<file path="config.mk">
export PLATFORM = sky130hd
export DESIGN_NAME = jpeg_marker_scanner
export DESIGN_NICKNAME = d
export VERILOG_FILES = /design/src/jms_pkg.sv /design/src/jpeg_marker_scanner.sv /design/src/jms_in_stage.sv /design/src/jms_core.sv /design/src/jms_out_stage.sv
export VERILOG_INCLUDE_DIRS = /design/src /design/src/src
export SDC_FILE = /design/constraint.sdc
export NUM_CORES = 1
export LEC_CHECK = 0
export ABC_AREA = 1
export BUFFER_PORTS_ARGS = -buffer_cell sky130_fd_sc_hd__buf_2
export CORE_MARGIN = 2
export CORE_UTILIZATION = 35
export CTS_CLUSTER_SIZE = 10
export DETAILED_ROUTE_END_ITERATION = 6
export SLEW_MARGIN = 20
export SYNTH_ARGS = -nofsm -noshare
export SYNTH_HDL_FRONTEND = slang
export SYNTH_SLANG_ARGS = --single-unit
</file>
<file path="constraint.sdc">
create_clock -name aclk -period 6.7 [get_ports aclk]
set_input_delay 0.67 -clock aclk [delete_from_list [all_inputs] [get_ports aclk]]
set_output_delay 0.67 -clock aclk [all_outputs]
set_load 0.01 [all_outputs]
</file>
<file path="src/jpeg_marker_scanner_assert.svh">
// Assertion macros for the JPEG marker scanner.
// Included by the RTL files that carry assertions; no other dependency.
`ifndef JPEG_MARKER_SCANNER_ASSERT_SVH
`define JPEG_MARKER_SCANNER_ASSERT_SVH
`ifndef ASSERT_OFF
// Same-cycle implication.
`define JMS_ASSERT_IMP(lbl, clk, rstn, ante, cons) \
    lbl: assert property (@(posedge clk) disable iff (!(rstn)) (ante) |-> (cons)) \
        else $error("jpeg_marker_scanner: assertion failed");
// Next-cycle implication.
`define JMS_ASSERT_NXT(lbl, clk, rstn, ante, cons) \
    lbl: assert property (@(posedge clk) disable iff (!(rstn)) (ante) |=> (cons)) \
        else $error("jpeg_marker_scanner: assertion failed");
// Invariant that holds at every edge out of reset.
`define JMS_ASSERT_ALW(lbl, clk, rstn, expr) \
    lbl: assert property (@(posedge clk) disable iff (!(rstn)) (expr)) \
        else $error("jpeg_marker_scanner: assertion failed");
`else
`define JMS_ASSERT_IMP(lbl, clk, rstn, ante, cons)
`define JMS_ASSERT_NXT(lbl, clk, rstn, ante, cons)
`define JMS_ASSERT_ALW(lbl, clk, rstn, expr)
`endif
`endif

</file>
<file path="src/jms_pkg.sv">
// Shared types and constants of the JPEG marker scanner.
// No dependencies; imported by every module of the block.
`default_nettype none
package jms_pkg;

    // Input word: one file byte and its last-byte flag
    typedef struct packed {
        logic [7:0] data_byte;
        logic       end_of_file;
    } in_t;

    // Result word: one record per marker header or final result
    typedef struct packed {
        logic [15:0] marker_code;
        logic [15:0] segment_length;
        logic        is_final;
        logic [1:0]  scan_status;
        logic [15:0] frame_height;
        logic [15:0] frame_width;
        logic [2:0]  exif_status;
        logic        exif_little_endian;
    } out_t;

    // Record from the step logic to the output register
    typedef struct packed {
        logic vld;
        out_t rec;
    } res_t;

    // Parser phases
    typedef enum logic [7:0] {
        PH_SOI0   = 8'b0000_0001,
        PH_SOI1   = 8'b0000_0010,
        PH_M0     = 8'b0000_0100,
        PH_M1     = 8'b0000_1000,
        PH_L0     = 8'b0001_0000,
        PH_L1     = 8'b0010_0000,
        PH_PAY    = 8'b0100_0000,
        PH_IGNORE = 8'b1000_0000
    } phase_t;

    // Scan status codes
    localparam logic [1:0] ST_SOS     = 2'd0;
    localparam logic [1:0] ST_NO_SOI  = 2'd1;
    localparam logic [1:0] ST_INVALID = 2'd2;
    localparam logic [1:0] ST_TRUNC   = 2'd3;

    // Exif check codes; pending is internal only
    localparam logic [2:0] EX_NONE       = 3'd0;
    localparam logic [2:0] EX_VALID      = 3'd1;
    localparam logic [2:0] EX_BAD_IDENT  = 3'd2;
    localparam logic [2:0] EX_BAD_2A     = 3'd3;
    localparam logic [2:0] EX_BAD_OFFSET = 3'd4;
    localparam logic [2:0] EX_PENDING    = 3'd5;

    // Marker words and Exif header constants
    localparam logic [15:0] MK_SOI      = 16'hFFD8;
    localparam logic [15:0] MK_SOS      = 16'hFFDA;
    localparam logic [15:0] MK_MIN      = 16'hFF00;
    localparam logic [15:0] MK_SOF0     = 16'hFFC0;
    localparam logic [15:0] MK_SOF2     = 16'hFFC2;
    localparam logic [15:0] MK_APP1     = 16'hFFE1;
    localparam logic [31:0] EXIF_IDENT  = 32'h4578_6966;
    localparam logic [15:0] TIFF_LE     = 16'h4949;
    localparam logic [15:0] TIFF_MAGIC  = 16'h002A;
    localparam logic [31:0] TIFF_OFFSET = 32'd8;

endpackage
`default_nettype wire

</file>
<file path="src/jpeg_marker_scanner.sv">
// Top level of the JPEG marker scanner: input register, parser, result register.
// Depends on jms_pkg, jms_in_stage, jms_core and jms_out_stage.
//
//   Port group   Dir  Handshake         Word
//   s_*          in   s_valid/s_ready   jms_pkg::in_t  (data_byte, end_of_file)
//   m_*          out  m_valid/m_ready   jms_pkg::out_t (one marker record)
//
// One byte per cycle sustained while the result slot stays free; a record reaches
// m_* through the input register, then the result register after the parser step.
// The parser step is a single pass of compare and small-add logic per byte.
// Reset (aresetn low, synchronous) clears both stages and all parser state.
// While m_ready is low with a record waiting, the parser stalls and the input
// register takes one more byte only if it is empty.
`default_nettype none
module jpeg_marker_scanner (
    input  logic          aclk,
    input  logic          aresetn,
    input  logic          s_valid,
    output logic          s_ready,
    input  jms_pkg::in_t  s_data,
    output logic          m_valid,
    input  logic          m_ready,
    output jms_pkg::out_t m_data
);
    import jms_pkg::*;

    logic advance;
    logic item_vld;
    in_t  item;
    res_t res;

    // Step the parser when a byte waits and the result slot is free
    assign advance = item_vld && (!m_valid || m_ready);

    jms_in_stage u_in (
        .aclk     (aclk),
        .aresetn  (aresetn),
        .s_valid  (s_valid),
        .s_ready  (s_ready),
        .s_data   (s_data),
        .advance  (advance),
        .item_vld (item_vld),
        .item     (item)
    );

    jms_core u_core (
        .aclk    (aclk),
        .aresetn (aresetn),
        .step    (advance),
        .item    (item),
        .res     (res)
    );

    jms_out_stage u_out (
        .aclk    (aclk),
        .aresetn (aresetn),
        .load    (advance && res.vld),
        .rec     (res.rec),
        .m_ready (m_ready),
        .m_valid (m_valid),
        .m_data  (m_data)
    );

endmodule
`default_nettype wire

</file>
<file path="src/jms_in_stage.sv">
// Input register of the JPEG marker scanner: holds one byte word.
// Depends on jms_pkg.
`default_nettype none
module jms_in_stage (
    input  logic          aclk,
    input  logic          aresetn,
    input  logic          s_valid,
    output logic          s_ready,
    input  jms_pkg::in_t  s_data,
    input  logic          advance,
    output logic          item_vld,
    output jms_pkg::in_t  item
);
    import jms_pkg::*;

    logic vld_reg;
    in_t  data_reg;

    // Take a word whenever the slot is empty or drains this cycle
    assign s_ready  = !vld_reg || advance;
    assign item_vld = vld_reg;
    assign item     = data_reg;

    // Track occupancy
    always_ff @(posedge aclk) begin
        if (!aresetn) begin
            vld_reg <= 1'b0;
        end else if (s_valid && s_ready) begin
            vld_reg <= 1'b1;
        end else if (advance) begin
            vld_reg <= 1'b0;
        end
    end

    // Capture the payload
    always_ff @(posedge aclk) begin
        if (s_valid && s_ready) begin
            data_reg <= s_data;
        end
    end

endmodule
`default_nettype wire

</file>
<file path="src/jms_core.sv">
// Parser state and per-byte step logic of the JPEG marker scanner.
// Depends on jms_pkg and jpeg_marker_scanner_assert.svh.
`default_nettype none
`include "jpeg_marker_scanner_assert.svh"
module jms_core (
    input  logic          aclk,
    input  logic          aresetn,
    input  logic          step,
    input  jms_pkg::in_t  item,
    output jms_pkg::res_t res
);
    import jms_pkg::*;

    phase_t      phase_reg,  phase_next;
    logic [15:0] cnt_reg,    cnt_next;
    logic [15:0] marker_reg, marker_next;
    logic [15:0] length_reg, length_next;
    logic [15:0] height_reg, height_next;
    logic [15:0] width_reg,  width_next;
    logic        app1_reg,   app1_next;
    logic [31:0] shift_reg,  shift_next;
    logic [2:0]  exif_reg,   exif_next;
    logic        le_reg,     le_next;

    logic        eof;
    logic [7:0]  b;
    logic [15:0] paylen_cur;
    logic [15:0] paylen_new;
    logic [15:0] cnt_inc;
    logic        end_pay;
    logic        returned;
    logic        fin;
    logic [1:0]  status;
    logic        emit;
    logic [15:0] w16;
    logic [31:0] w32;

    assign eof        = item.end_of_file;
    assign b          = item.data_byte;
    assign paylen_cur = (length_reg >= 16'd2) ? (length_reg - 16'd2) : 16'd0;
    assign cnt_inc    = cnt_reg + 16'd1;

    // One parser step for the byte in the input register
    always_comb begin
        phase_next  = phase_reg;
        cnt_next    = cnt_reg;
        marker_next = marker_reg;
        length_next = length_reg;
        height_next = height_reg;
        width_next  = width_reg;
        app1_next   = app1_reg;
        shift_next  = shift_reg;
        exif_next   = exif_reg;
        le_next     = le_reg;
        paylen_new  = 16'd0;
        end_pay     = 1'b0;
        returned    = 1'b0;
        fin         = 1'b0;
        status      = ST_SOS;
        emit        = 1'b0;
        w16         = 16'd0;
        w32         = 32'd0;

        unique case (phase_reg)
            PH_SOI0: begin
                cnt_next   = {8'd0, b};
                phase_next = PH_SOI1;
            end
            PH_SOI1: begin
                if ({cnt_reg[7:0], b} != MK_SOI) begin
                    returned = 1'b1;
                    emit     = 1'b1;
                    fin      = 1'b1;
                    status   = ST_NO_SOI;
                end else begin
                    cnt_next   = 16'd0;
                    app1_next  = 1'b1;
                    phase_next = PH_M0;
                end
            end
            PH_M0: begin
                cnt_next   = {8'd0, b};
                phase_next = PH_M1;
            end
            PH_M1: begin
                marker_next = {cnt_reg[7:0], b};
                phase_next  = PH_L0;
            end
            PH_L0: begin
                cnt_next   = {8'd0, b};
                phase_next = PH_L1;
            end
            PH_L1: begin
                returned    = 1'b1;
                emit        = 1'b1;
                length_next = {cnt_reg[7:0], b};
                cnt_next    = 16'd0;
                paylen_new  = (length_next >= 16'd2) ? (length_next - 16'd2) : 16'd0;
                if (marker_reg < MK_MIN) begin
                    fin    = 1'b1;
                    status = ST_INVALID;
                end else if (marker_reg == MK_SOS) begin
                    fin    = 1'b1;
                    status = ST_SOS;
                end else begin
                    if (app1_reg) begin
                        if (marker_reg == MK_APP1) begin
                            exif_next  = EX_PENDING;
                            shift_next = 32'd0;
                        end else begin
                            app1_next = 1'b0;
                        end
                    end
                    if (paylen_new == 16'd0) begin
                        end_pay = 1'b1;
                    end else begin
                        phase_next = PH_PAY;
                    end
                    if (eof) begin
                        fin    = 1'b1;
                        status = ST_TRUNC;
                    end
                end
            end
            PH_PAY: begin
                // Capture frame size from SOF0 or SOF2
                if (marker_reg == MK_SOF0 || marker_reg == MK_SOF2) begin
                    if (cnt_reg == 16'd1) begin
                        height_next = {b, 8'd0};
                    end else if (cnt_reg == 16'd2) begin
                        height_next = {height_reg[15:8], b};
                    end else if (cnt_reg == 16'd3) begin
                        width_next = {b, 8'd0};
                    end else if (cnt_reg == 16'd4) begin
                        width_next = {width_reg[15:8], b};
                    end
                end
                // Check the Exif header bytes
                if (exif_reg == EX_PENDING) begin
                    shift_next = {shift_reg[23:0], b};
                    if (cnt_reg == 16'd3) begin
                        if (shift_next != EXIF_IDENT) begin
                            exif_next = EX_BAD_IDENT;
                        end
                    end else if (cnt_reg == 16'd7) begin
                        le_next = (shift_next[15:0] == TIFF_LE);
                    end else if (cnt_reg == 16'd9) begin
                        w16 = le_reg ? {shift_next[7:0], shift_next[15:8]}
                                     : shift_next[15:0];
                        if (w16 != TIFF_MAGIC) begin
                            exif_next = EX_BAD_2A;
                        end
                    end else if (cnt_reg == 16'd13) begin
                        w32 = le_reg ? {shift_next[7:0], shift_next[15:8],
                                        shift_next[23:16], shift_next[31:24]}
                                     : shift_next;
                        exif_next = (w32 == TIFF_OFFSET) ? EX_VALID : EX_BAD_OFFSET;
                    end
                end
                cnt_next = cnt_inc;
                if (cnt_inc >= paylen_cur) begin
                    end_pay = 1'b1;
                end
            end
            PH_IGNORE: begin
                returned = 1'b1;
                if (eof) begin
                    phase_next = PH_SOI0;
                end
            end
            default: begin
                phase_next = PH_SOI0;
            end
        endcase

        // Close the payload; an unfinished Exif check fails at its stage
        if (end_pay) begin
            if (exif_next == EX_PENDING) begin
                if (cnt_next < 16'd4) begin
                    exif_next = EX_BAD_IDENT;
                end else if (cnt_next < 16'd10) begin
                    exif_next = EX_BAD_2A;
                end else begin
                    exif_next = EX_BAD_OFFSET;
                end
            end
            app1_next  = 1'b0;
            phase_next = PH_M0;
        end

        // Flag truncation on a marked byte that gave no final result
        if (!returned && eof) begin
            emit   = 1'b1;
            fin    = 1'b1;
            status = ST_TRUNC;
        end

        // Build the record from the updated state
        res.vld                    = emit;
        res.rec.marker_code        = marker_next;
        res.rec.segment_length     = length_next;
        res.rec.is_final           = fin;
        res.rec.scan_status        = fin ? status : ST_SOS;
        res.rec.frame_height       = height_next;
        res.rec.frame_width        = width_next;
        res.rec.exif_status        = (exif_next <= EX_BAD_OFFSET) ? exif_next : EX_NONE;
        res.rec.exif_little_endian = le_next;

        // Drop to the next file or skip the rest of this one
        if (fin || (phase_reg == PH_IGNORE && eof)) begin
            if (eof) begin
                phase_next  = PH_SOI0;
                cnt_next    = 16'd0;
                marker_next = 16'd0;
                length_next = 16'd0;
                height_next = 16'd0;
                width_next  = 16'd0;
                app1_next   = 1'b0;
                shift_next  = 32'd0;
                exif_next   = EX_NONE;
                le_next     = 1'b0;
            end else begin
                phase_next = PH_IGNORE;
            end
        end
    end

    // Advance the parser state
    always_ff @(posedge aclk) begin
        if (!aresetn) begin
            phase_reg  <= PH_SOI0;
            cnt_reg    <= 16'd0;
            marker_reg <= 16'd0;
            length_reg <= 16'd0;
            height_reg <= 16'd0;
            width_reg  <= 16'd0;
            app1_reg   <= 1'b0;
            shift_reg  <= 32'd0;
            exif_reg   <= EX_NONE;
            le_reg     <= 1'b0;
        end else if (step) begin
            phase_reg  <= phase_next;
            cnt_reg    <= cnt_next;
            marker_reg <= marker_next;
            length_reg <= length_next;
            height_reg <= height_next;
            width_reg  <= width_next;
            app1_reg   <= app1_next;
            shift_reg  <= shift_next;
            exif_reg   <= exif_next;
            le_reg     <= le_next;
        end
    end

    `JMS_ASSERT_ALW(a_phase_onehot, aclk, aresetn, $onehot(phase_reg))
    `JMS_ASSERT_ALW(a_exif_range, aclk, aresetn, exif_reg <= EX_PENDING)
    `JMS_ASSERT_NXT(a_final_skips, aclk, aresetn, step && res.vld && res.rec.is_final && !eof,
                    phase_reg == PH_IGNORE)
    `JMS_ASSERT_NXT(a_eof_restarts, aclk, aresetn, step && eof,
                    phase_reg == PH_SOI0 && marker_reg == 16'd0 && exif_reg == EX_NONE)

endmodule
`default_nettype wire

</file>
<file path="src/jms_out_stage.sv">
// Result register of the JPEG marker scanner: holds one result word.
// Depends on jms_pkg and jpeg_marker_scanner_assert.svh.
`default_nettype none
`include "jpeg_marker_scanner_assert.svh"
module jms_out_stage (
    input  logic          aclk,
    input  logic          aresetn,
    input  logic          load,
    input  jms_pkg::out_t rec,
    input  logic          m_ready,
    output logic          m_valid,
    output jms_pkg::out_t m_data
);
    import jms_pkg::*;

    logic vld_reg;
    out_t data_reg;

    assign m_valid = vld_reg;
    assign m_data  = data_reg;

    // Fill on a new record, drain when taken
    always_ff @(posedge aclk) begin
        if (!aresetn) begin
            vld_reg <= 1'b0;
        end else if (load) begin
            vld_reg <= 1'b1;
        end else if (m_ready) begin
            vld_reg <= 1'b0;
        end
    end

    // Hold the record until taken
    always_ff @(posedge aclk) begin
        if (load) begin
            data_reg <= rec;
        end
    end

    `JMS_ASSERT_IMP(a_no_overwrite, aclk, aresetn, load, !vld_reg || m_ready)

endmodule
`default_nettype wire
</file>
==> metrics.txt, run 1 <==
Sink Count between 150 and 200; CTS tree done; Inserted Diodes 0; CP max stage delay 0.56 ns; Clock Skew 0.0133 ns; FF-to-FF path depth 18; Routed WL per cell 15.4 um; DRT Wirelength 29600 um; detailed-route via count 9802; IO Pins 86; postcts setup bufs 0; synthesized area per cell 7.20 sq um; Core Region 29900 sq um; number of flip-flops in the largest register 71; CP arrival 4.07 ns; DP Cell Count 1891; Final Hold Fails 0; Ys Warns 0; first-iteration detailed-routing DRC count 917; DR DRC count 0; CP max FO 15; Final WS setup 2.95 ns; Vias/cell 5.10; # rows 63; R2R Path Start u_core.length_reg[6]; Mapped Area 10700 sq um; filler cell count 3114; Die ar. 31900 sq um; vias in the first global route around 8700; synth unique cells between 40 and 50; largest cells by area after synthesis edfxtp_1 (22%), dfxtp_1 (22%), nand2_1 (17%); Crit. End Element flop; Max clock buf depth 2; clock period minus worst slack 3.75 ns; CTS H-tree lvls 4; syn_nets 1519; DIE HEIGHT roughly 180 um; first-pass GRT wire length between 40000 and 50000 um; reg2reg end u_core.phase_reg[0]; end-of-flow core utilization 39.9%; leak pwr 4.58 nW; crit-path cells nor2_1 -> inv_1 -> nor4_1 -> nand4_1 -> o21ai_0 -> ha_1 -> a21oi_1 -> o21ai_0 -> a21oi_1 -> nand3_1 -> nand2_1 -> nand2_1 -> inv_1 -> nand3_1 -> nand2_1 -> inv_1 -> a21oi_1 -> o21ai_0; Final ANT Viol Nets 0; Die X-Extent 179 um; Yosys top cell area share 22.5%; critical path class flop to flop; min-delay src s_data[3]; R2R setup slack 2.95 ns; Rel. slew slack around a third; Period Utilization, post-route 56.0%; Hold EP u_in.item[3]; Clock Latency Late Sink ~0.44 ns; Synth Instances 1484; DR pass1 iterations 6; clock slew at reported path FFs 0.08 ns; layout cells sized above 1 11.4%; WHS Path Cells 1; Num CTS Buffers 17; DP HPWL between 20000 and 25000 um; outcome completed; CP max-delay cell nand4_1; Nets 1555; Hold Buf Count CTS 0; post-route setup TNS 0 ns; commonest non-fill, non-tap cells in the layout nand2_1 (470), a21oi_1 (157), inv_1 (119), dfxtp_1 (119), nor2_1 (117); Total Power 0.00256 W; most common cell after layout, fill and taps aside nand2_1; max cap viols 0; Req. time, crit path about 7 ns; Starting Density 35.8%; Worst setup SP type flop; Total GRT Usage 18.6%; VDD IR max roughly 0.18 mV; P per Cell Area 215 nW/um^2; Seq. cell area 4780 sq um; final slew viol count 0; Yosys reg bits 199; Fmax ~270 MHz; IO buf count 85; area of the multi-input gates 5080 sq um; pre-CTS setup slack 3.05 ns; unrepaired setup endpoints after global routing false; Non-Filler Instances 1923; Root Buffer Master clkbuf_16; largest net degree at the start of global routing 77; area delta synth->final 11.7%; HP Class input pin to flop; post-CTS sizing 0; Final setup viols 0; Slew @ Worst Pin between 0.9 and 1 ns; Final GP Congestion a little over 0.9; Synth area leader edfxtp_1; sequential share of the synthesized area 44.8%; gr ovfl total 0; initial antenna violation count 0
## worst max-delay path: cells and delay by family, from the launching register on
kind | cells | cell delay (ns)
compound gates | 6 | 0.95
flops | 1 | 0.36
fa+ha+maj | 1 | 0.29
simple gates | 8 | 1.72
buf+inv | 3 | 0.31
## synth_stat cells
cell type	count
nand2_4	1
o22ai_1	23
edfxtp_1	80
a21oi_2	2
buf_1	4
o211ai_1	2
ha_1	22
nand3b_1	3
clkbuf_1	48
xnor2_1	3
o41ai_1	1
buf_2	14
o21ai_0	83
and2_1	8
dfxtp_1	119
o21ai_1	11
inv_4	1
nor4_2	1
inv_2	13
nand3_2	4
o2111ai_1	1
nor2_4	6
a21oi_1	157
nor3b_2	1
nor2_1	118
o21bai_1	3
or2_2	7
xor2_1	5
nand2_1	472
buf_6	2
a22oi_1	2
nand2_2	5
nand3_1	89
nor2_2	7
a211oi_1	1
clkinv_1	2
nor3_1	9
inv_1	120
nor4_1	1
buf_4	5
and3_1	1
nand4_1	27
## power by group
part           internal [W]  switching [W]  total [W]
Sequential          0.00127      0.0000199    0.00129
Combinational     0.0000560       0.000160   0.000216
Clock              0.000507       0.000543    0.00105
Total               0.00184       0.000723    0.00256
## worst max path at each step
stage                                     from  slack, ns                  end  depth (start not counted)
after floorplan              u_core.cnt_reg[0]       3.22      u_out.m_data[0]                         13
after global placement    u_core.length_reg[1]       3.14  u_core.phase_reg[0]                         29
after detailed placement  u_core.length_reg[1]       3.05  u_core.phase_reg[1]                         29
after CTS                 u_core.length_reg[1]       2.99  u_core.phase_reg[1]                         29
after global routing      u_core.length_reg[1]       2.47  u_core.phase_reg[0]                         29
final                     u_core.length_reg[6]       2.95  u_core.phase_reg[0]                         18
## layout make-up
| type | count | area share, % |
|---|---|---|
| multi-input combinational | 1076 | 42.6 |
| tap | 390 | 4.09 |
| timing repair buffer | 90 | 3.88 |
| sequential | 199 | 40.1 |
| clock buffer | 17 | 3.57 |
| clock inverter | 15 | 1.49 |
| inverter | 136 | 4.31 |
## per-stage QoR
step / area (sq um) / hold slack, ns
final: 11900 / 0.400
after global routing: 11900 / 0.389
after CTS: 11900 / 0.396
after detailed placement: 11300 / 0.453
after global placement: 11300 / 0.449
after floorplan: 10700 / 0.442
## cells by family (layout without fill, tap and decap cells)
kind of cell	Yosys count	in the layout	synth area share, %
DFF	199	199	44.8
adders and majority gates	22	22	2.58
and+or+nand+nor	760	760	30.2
xor gates and xnor gates	8	8	0.656
AOI/OAI and AO/OA	286	286	14.0
buffers and inverters	209	258	7.85
## metal layers
layer  vias up  track usage (%)  wire length (um)
li1       4947                -                 -
met1      4555             26.8             14600
met2       262             29.0             13300
met3        38             2.31              1320
met4         0             5.69               499
met5         -                0                 0
(Power assumes the default switching activity.)
==> inputs of run 2 (changes only) <==
- ABC_AREA: 1 -> 0
- clock period: 6.7 -> 3.1 ns (I/O delays scaled with it)
==> run 2 against run 1 <==
  * Total power grew 110%
  * Critical endpoint is now u_out.m_data[1]
  * Die area down 7.1%
  * Sequential share of layout area decreased by 3.2 points
  * The run now ends with setup timing left
  * Routed wire length fell by 1.0%
  * Highest routed layer is now met5
  * Design area increased by 9.1%
  * Count of clock-buffer cells in the layout increased by 1
==> metrics.txt, run 2 <==
clock period minus worst slack 3.28 ns (-0.474 ns); detailed-route via count 8554 (-13%); Yosys reg bits 199 (unchanged); Vias/cell 5.38 (+5.5%); outcome complete, but fails checks; Synth area leader edfxtp_1; # rows 61 (-3.2%); DP Cell Count 1535 (-19%); largest cells by area after synthesis edfxtp_1 (24%), dfxtp_1 (24%), a22oi_1 (6.9%); R2R setup slack -0.18 ns (-3.13 ns); Req. time, crit path 3.31 ns (-3.71 ns); Root Buffer Master clkbuf_16; Rel. slew slack 50.3% (+17 points); WHS Path Cells 1 (unchanged); Synth top cells by count dfxtp_1 (119), nand2_1 (106), nor2b_1 (98); Routed WL per cell 18.4 um (+20%); DR DRC count 0 (unchanged); Period Utilization, post-route 106% (+50 points); Final setup viols 14 (+14); Final WS setup -0.178 ns (-3.13 ns); Final Hold Fails 0 (unchanged); Slew @ Worst Pin 0.745 ns (-0.250 ns); most common cell after layout, fill and taps aside buf_4; commonest non-fill, non-tap cells in the layout buf_4 (136), dfxtp_1 (108), nor2b_1 (96); Ys Warns 0 (unchanged); critical path class flop to flop; first-pass GRT wire length 45300 um (-3.3%); leak pwr 5.05 nW (+10%); DR pass1 iterations 5 (-1); FF-to-FF path depth 17 (-1); Non-Filler Instances 1591 (-17%); Crit. End Element flop; Worst setup SP type flop; ys async rst share 0% (unchanged); gr ovfl total 0 (unchanged); Post-synth EDFFs 80 (unchanged); crit-path cells buf_4 -> nor4_4 -> nor4_4 -> nand3_4 -> buf_6 -> buf_6 -> nand2_2 -> ha_4 -> o2111ai_4 -> a211o_1 -> a21oi_4 -> a211oi_2 -> buf_4 -> nor2b_4 -> a21oi_2 -> a21o_1 -> a21boi_2; IO buf count 85 (unchanged); Die X-Extent 172 um (-3.6%); CP arrival 3.48 ns (-0.59 ns); number of flip-flops in the largest register 71 (unchanged); max cap viols 0 (unchanged); vias in the first global route 8141 (-6.7%); clock slew at reported path FFs 0.08 ns (about the same); CTS tree done; Nets 1235 (-21%); synthesized area per cell 9.78 sq um (+36%); area delta synth->final 31.3%; Mapped Area 9910 sq um (-7.3%); CTS H-tree lvls 4 (unchanged); Sink Count 199 (unchanged); Total GRT Usage 19.9% (+1.3 points); CP max FO 6 (-9); first-iteration detailed-routing DRC count 813 (-11%); Num CTS Buffers 17 (unchanged); failing checks setup timing; Hold WS 0.0251 ns (-0.375 ns); largest net degree at the start of global routing 75 (-2.6%); sequential share of the synthesized area 48.3% (+3.5 points); synth unique cells 69 (+64%); CP max-delay cell dfxtp_4; R2R Path Start u_core.length_reg[3]; HP Class input pin to flop; top_reg_cell synth dfxtp_1; initial antenna violation count 1 (+1); P per Cell Area 418 nW/um^2 (+95%); syn_nets 1048 (-31%); CP max stage delay 0.36 ns (-0.20 ns); final slew viol count 0 (unchanged); reg2reg end u_out.m_data[1]; Yosys top cell area share 24.2% (+1.8 points); Hold EP u_in.item[0]; Final ANT Viol Nets 0 (unchanged); end-of-flow core utilization 46.7% (+6.8 points); Die ar. 29700 sq um (-7.1%); Starting Density 35.6% (-0.20 points); Clock Latency Late Sink 0.45 ns (about the same); Clock Skew 0.0138 ns (+0.000516 ns); VDD IR max 0.371 mV (+110%); unrepaired setup endpoints after global routing true; Synth Instances 1013 (-32%); layout cells sized above 1 33.1% (+22 points); IO Pins 86 (unchanged); count leader, synth dfxtp_1; DRT Wirelength 29300 um (-1.0%); Hold Buf Count CTS 0 (unchanged); Final GP Congestion 0.909 (about the same); Core Region 27900 sq um (-6.8%); DP HPWL 19900 um (-2.6%); Max clock buf depth 2 (unchanged); DIE HEIGHT 172 um (-3.6%); Fmax 305 MHz (+14%); min-delay src s_data[0]; Inserted Diodes 0 (unchanged)
[run 2: cell types whose count changed after synthesis, sizes merged, moves of 75 or more]
| cell | before | now |
|---|---|---|
| nand2 | 478 | 107 |
| a22oi | 2 | 91 |
| inv | 134 | 10 |
| nor2 | 131 | 56 |
| nor2b | 0 | 98 |
| a21oi | 159 | 20 |
[run 2: worst max-delay path by stage]
| stage | from | end | slack, ns | cells after the start |
|---|---|---|---|---|
| after floorplan | u_core.length_reg[4] | u_core.phase_reg[6] | -0.03 | 15 |
| after global placement | u_core.length_reg[4] | u_out.m_data[1] | -0.20 | 16 |
| after detailed placement | u_core.length_reg[4] | u_out.m_data[1] | -0.25 | 16 |
| after CTS | u_core.length_reg[10] | u_out.m_data[1] | -0.09 | 15 |
| after global routing | u_core.length_reg[3] | u_out.m_data[2] | -0.31 | 19 |
| final | u_core.length_reg[3] | u_out.m_data[1] | -0.18 | 17 |
[run 2: layer usage]
metal | up-vias | GRT usage, % | wire [um]
met4 | 2 | 8.70 | 930
met3 | 61 | 3.32 | 1380
met5 | - | 0 | 11
met1 | 4141 | 26.8 | 13400
li1 | 4090 | - | -
met2 | 260 | 31.5 | 13700
[run 2: logic make-up after synthesis]
logic type | share of synthesized area (%)
muxes | 5.16
AOI/OAI and AO/OA | 15.5
adders and majority gates | 2.78
buffers and inverters | 3.16
and+or+nand+nor | 22.8
xor gates and xnor gates | 2.30
DFF | 48.3
[run 2: metrics by stage]
step | area [sq um] | setup WS [ns] | setup TNS [ns] | total power (W)
after floorplan | 10000 | -0.0278 | -0.112 | 0.00303
after global placement | 11700 | -0.199 | -1.64 | 0.00319
after detailed placement | 11700 | -0.248 | -2.38 | 0.00319
after CTS | 12600 | -0.0935 | -0.256 | 0.00545
after global routing | 13000 | -0.311 | -3.71 | 0.00561
final | 13000 | -0.178 | -1.61 | 0.00544
[run 2: repair_timing]
action                                  in CTS  in global routing
endpoints found under the setup margin      25                 39
resized for setup                           51                 60
pin swaps                                   32                 34
gates cloned                                 1                  0
buffers inserted                            14                 10
[run 2: area by class of cell]
type,count,area (sq um)
Inverter,11,46.3
Timing Repair Buffer,238,1690
Clock inverter,14,164
Clock buffer,18,429
Tap cell,378,473
Sequential cell,199,4800
Fill cell,2584,14800
Multi-Input combinational cell,733,5410
[run 2: critical path, delay by kind of cell (launching register included)]
kind                     cells  cell delay (ns)
AND/OR/NAND/NOR              5             0.73
flip-flops                   1             0.36
buffers and inverters        4             0.55
adder cells (fa/ha/maj)      1             0.28
AO/OA/AOI/OAI                7             1.12
[run 2: power by group]
group / switching [W] / internal [W] / leakage [nW]
clock network: 0.00111 / 0.00115 / 0.283
registers: 0.0000197 / 0.00273 / 1.81
logic: 0.000257 / 0.000163 / 2.95
total: 0.00139 / 0.00405 / 5.05
==> inputs of run 3 (changes only) <==
- SKIP_CTS_REPAIR_TIMING: not set -> 1
==> run 3 against run 2 <==
  * The flow still finishes with violations (setup timing)
  * Hold slack worse by 0.0014 ns
  * Fmax is 2.1% lower
  * Total power hardly changed
  * Routed wire length is 0.78% lower
  * Register-to-register slack worse by 0.07 ns
  * Core utilization is 0.47 points lower
  * Critical path type unchanged
==> metrics.txt, run 3 (same netlist as run 2, synthesis figures left out) <==
layout cells sized above 1 31.6% (-1.5 points); R2R Path Start u_core.length_reg[1]; P per Cell Area 422 nW/um^2 (+1.0%); clock slew at reported path FFs 0.08 ns (about the same); Clk pwr share 41.7% (about the same); failing checks setup timing; area of the multi-input gates 5360 sq um (-0.90%); Total GRT Usage 19.5% (-0.41 points); most common cell after layout, fill and taps aside buf_4; Net Sw Frac 25.6% (+0.12 points); critical path class flop to flop; DIE HEIGHT 172 um (unchanged); post-route setup TNS -2.25 ns (-0.640 ns); filler cell count 2602 (+0.70%); # rows 61 (unchanged); Crit. End Element flop; area delta synth->final 30.0%; R2R setup slack -0.25 ns (-0.07 ns); clock period minus worst slack 3.35 ns (+0.0705 ns); largest net degree at the start of global routing 75 (unchanged); CP max stage delay 0.34 ns (-0.02 ns); Die X-Extent 172 um (unchanged); DR DRC count 0 (unchanged); end-of-flow core utilization 46.3% (-0.47 points); Clock Skew 0.0124 ns (-0.00137 ns); Top Family by Delay on Critical Path compound AO/OA/AOI/OAI gates; initial antenna violation count 0 (-1); crit-path cells inv_4 -> ha_4 -> nand2_4 -> nor4_4 -> buf_6 -> nand2_4 -> xnor2_2 -> nand2_2 -> ha_4 -> o2111ai_4 -> a211o_1 -> a21oi_4 -> a211oi_2 -> buf_4 -> buf_4 -> a21oi_2 -> and3_4 -> nor3_2; commonest non-fill, non-tap cells in the layout buf_4 (135), dfxtp_1 (110), nor2b_1 (97), nand2_1 (97), a22oi_1 (91); Routed WL per cell 18.4 um (-0.40%); Worst Setup EP u_out.m_data[3]; CP startpoint u_core.length_reg[1]; HP Class input pin to flop; Num CTS Buffers 17 (unchanged); DRT Wirelength 29100 um (-0.78%); Inserted Diodes 0 (unchanged); cell-internal power 0.00404 W (-0.12%); first-iteration detailed-routing DRC count 784 (-3.6%); Sw Pwr 0.00139 W (+0.49%); unrepaired setup endpoints after global routing true; Reg power frac 50.7% (about the same); CP arrival 3.57 ns (+0.09 ns); Die ar. 29700 sq um (unchanged); Final Hold Fails 0 (unchanged); Hold WS 0.0237 ns (-0.00140 ns); DP HPWL 19900 um (unchanged); first-pass GRT wire length 44200 um (-2.2%); Sink Count 199 (unchanged); reg2reg end u_out.m_data[3]; IO Pins 86 (unchanged); VDD IR max 0.375 mV (+1.0%); vias in the first global route 7942 (-2.4%); Nets 1229 (-0.49%); gr ovfl total 0 (unchanged); Root Buffer Master clkbuf_16; leak pwr 4.93 nW (-2.3%); Worst setup SP type flop; final slew viol count 0 (unchanged); Rel. slew slack 51.2% (+0.83 points); Core Region 27900 sq um (unchanged); IO buf count 85 (unchanged); DR pass1 iterations 5 (unchanged); Vias/cell 5.37 (about the same); Max clock buf depth 2 (unchanged); Period Utilization, post-route 108% (+2.3 points); CTS tree done; Total Power 0.00544 W (about the same); Clock Latency Late Sink 0.45 ns (about the same); Final ANT Viol Nets 0 (unchanged); Final WS setup -0.248 ns (-0.0705 ns); Req. time, crit path 3.32 ns (about the same); max cap viols 0 (unchanged); Seq. cell area 4800 sq um (-0.10%); outcome complete, but fails checks; number of flip-flops in the largest register 71 (unchanged); detailed-route via count 8517 (-0.43%); Slew @ Worst Pin 0.733 ns (-0.0125 ns); FF-to-FF path depth 18 (+1); Final setup viols 14 (unchanged); Starting Density 35.6% (unchanged); Levels on crit path 18 (+1); Worst Path Buf+Inv 4 (unchanged); logic gate share of total power 7.6% (about the same); CP max-delay cell dfxtp_2; CTS H-tree lvls 4 (unchanged); CP max FO 5 (-1); Fmax 299 MHz (-2.1%); Final GP Congestion 0.909 (unchanged)
-- run 3: cell type report --
type	count	share of cell area, %
Multi-Input combinational cell	733	41.6
Sequential cell	199	37.2
Timing Repair Buffer	232	12.6
Tap cell	378	3.67
Clock buffer	18	3.33
Clock inverter	14	1.27
Inverter	11	0.359
-- run 3: per-layer routing --
metal  up-vias  global-route usage, %  routed length (um)  share of wire, %
met3        57                   3.23                1380               4.7
met1      4106                   26.7               13400                46
met5         -                      0                   0                 0
li1       4088                      -                   -                 -
met2       266                   30.6               13500                46
met4         0                   7.67                 892               3.1
-- run 3: worst min path at each step --
stage                                     from  slack (ns)  depth (start not counted)                   end
final                                s_data[0]        0.02                          1          u_in.item[0]
after global placement    u_core.height_reg[4]        0.45                          2  u_core.height_reg[4]
after global routing                 s_data[0]       0.008                          1          u_in.item[0]
after CTS                            s_data[0]       0.008                          1          u_in.item[0]
after detailed placement  u_core.height_reg[6]        0.46                          2  u_core.height_reg[6]
after floorplan                      s_data[0]        0.41                          0          u_in.item[0]
-- run 3: stage by stage --
stage               setup slack [ns]  cells  cell area [sq um]
finish                        -0.248   1585              12900
global route                  -0.378   1585              12900
CTS                           -0.271   1567              12300
detailed placement            -0.248   1535              11700
global placement              -0.199   1535              11700
floorplan                    -0.0278   1013              10000
-- run 3: power by group through the flow --
stage	Sequential [W]	Combinational [W]	Clock (W)
2_1_floorplan	0.00282	0.000211	0
3_3_place_gp	0.00281	0.000379	0
3_5_place_dp	0.00281	0.000380	0
4_1_cts	0.00275	0.000381	0.00231
5_1_grt	0.00276	0.000438	0.00241
6_report	0.00276	0.000413	0.00227
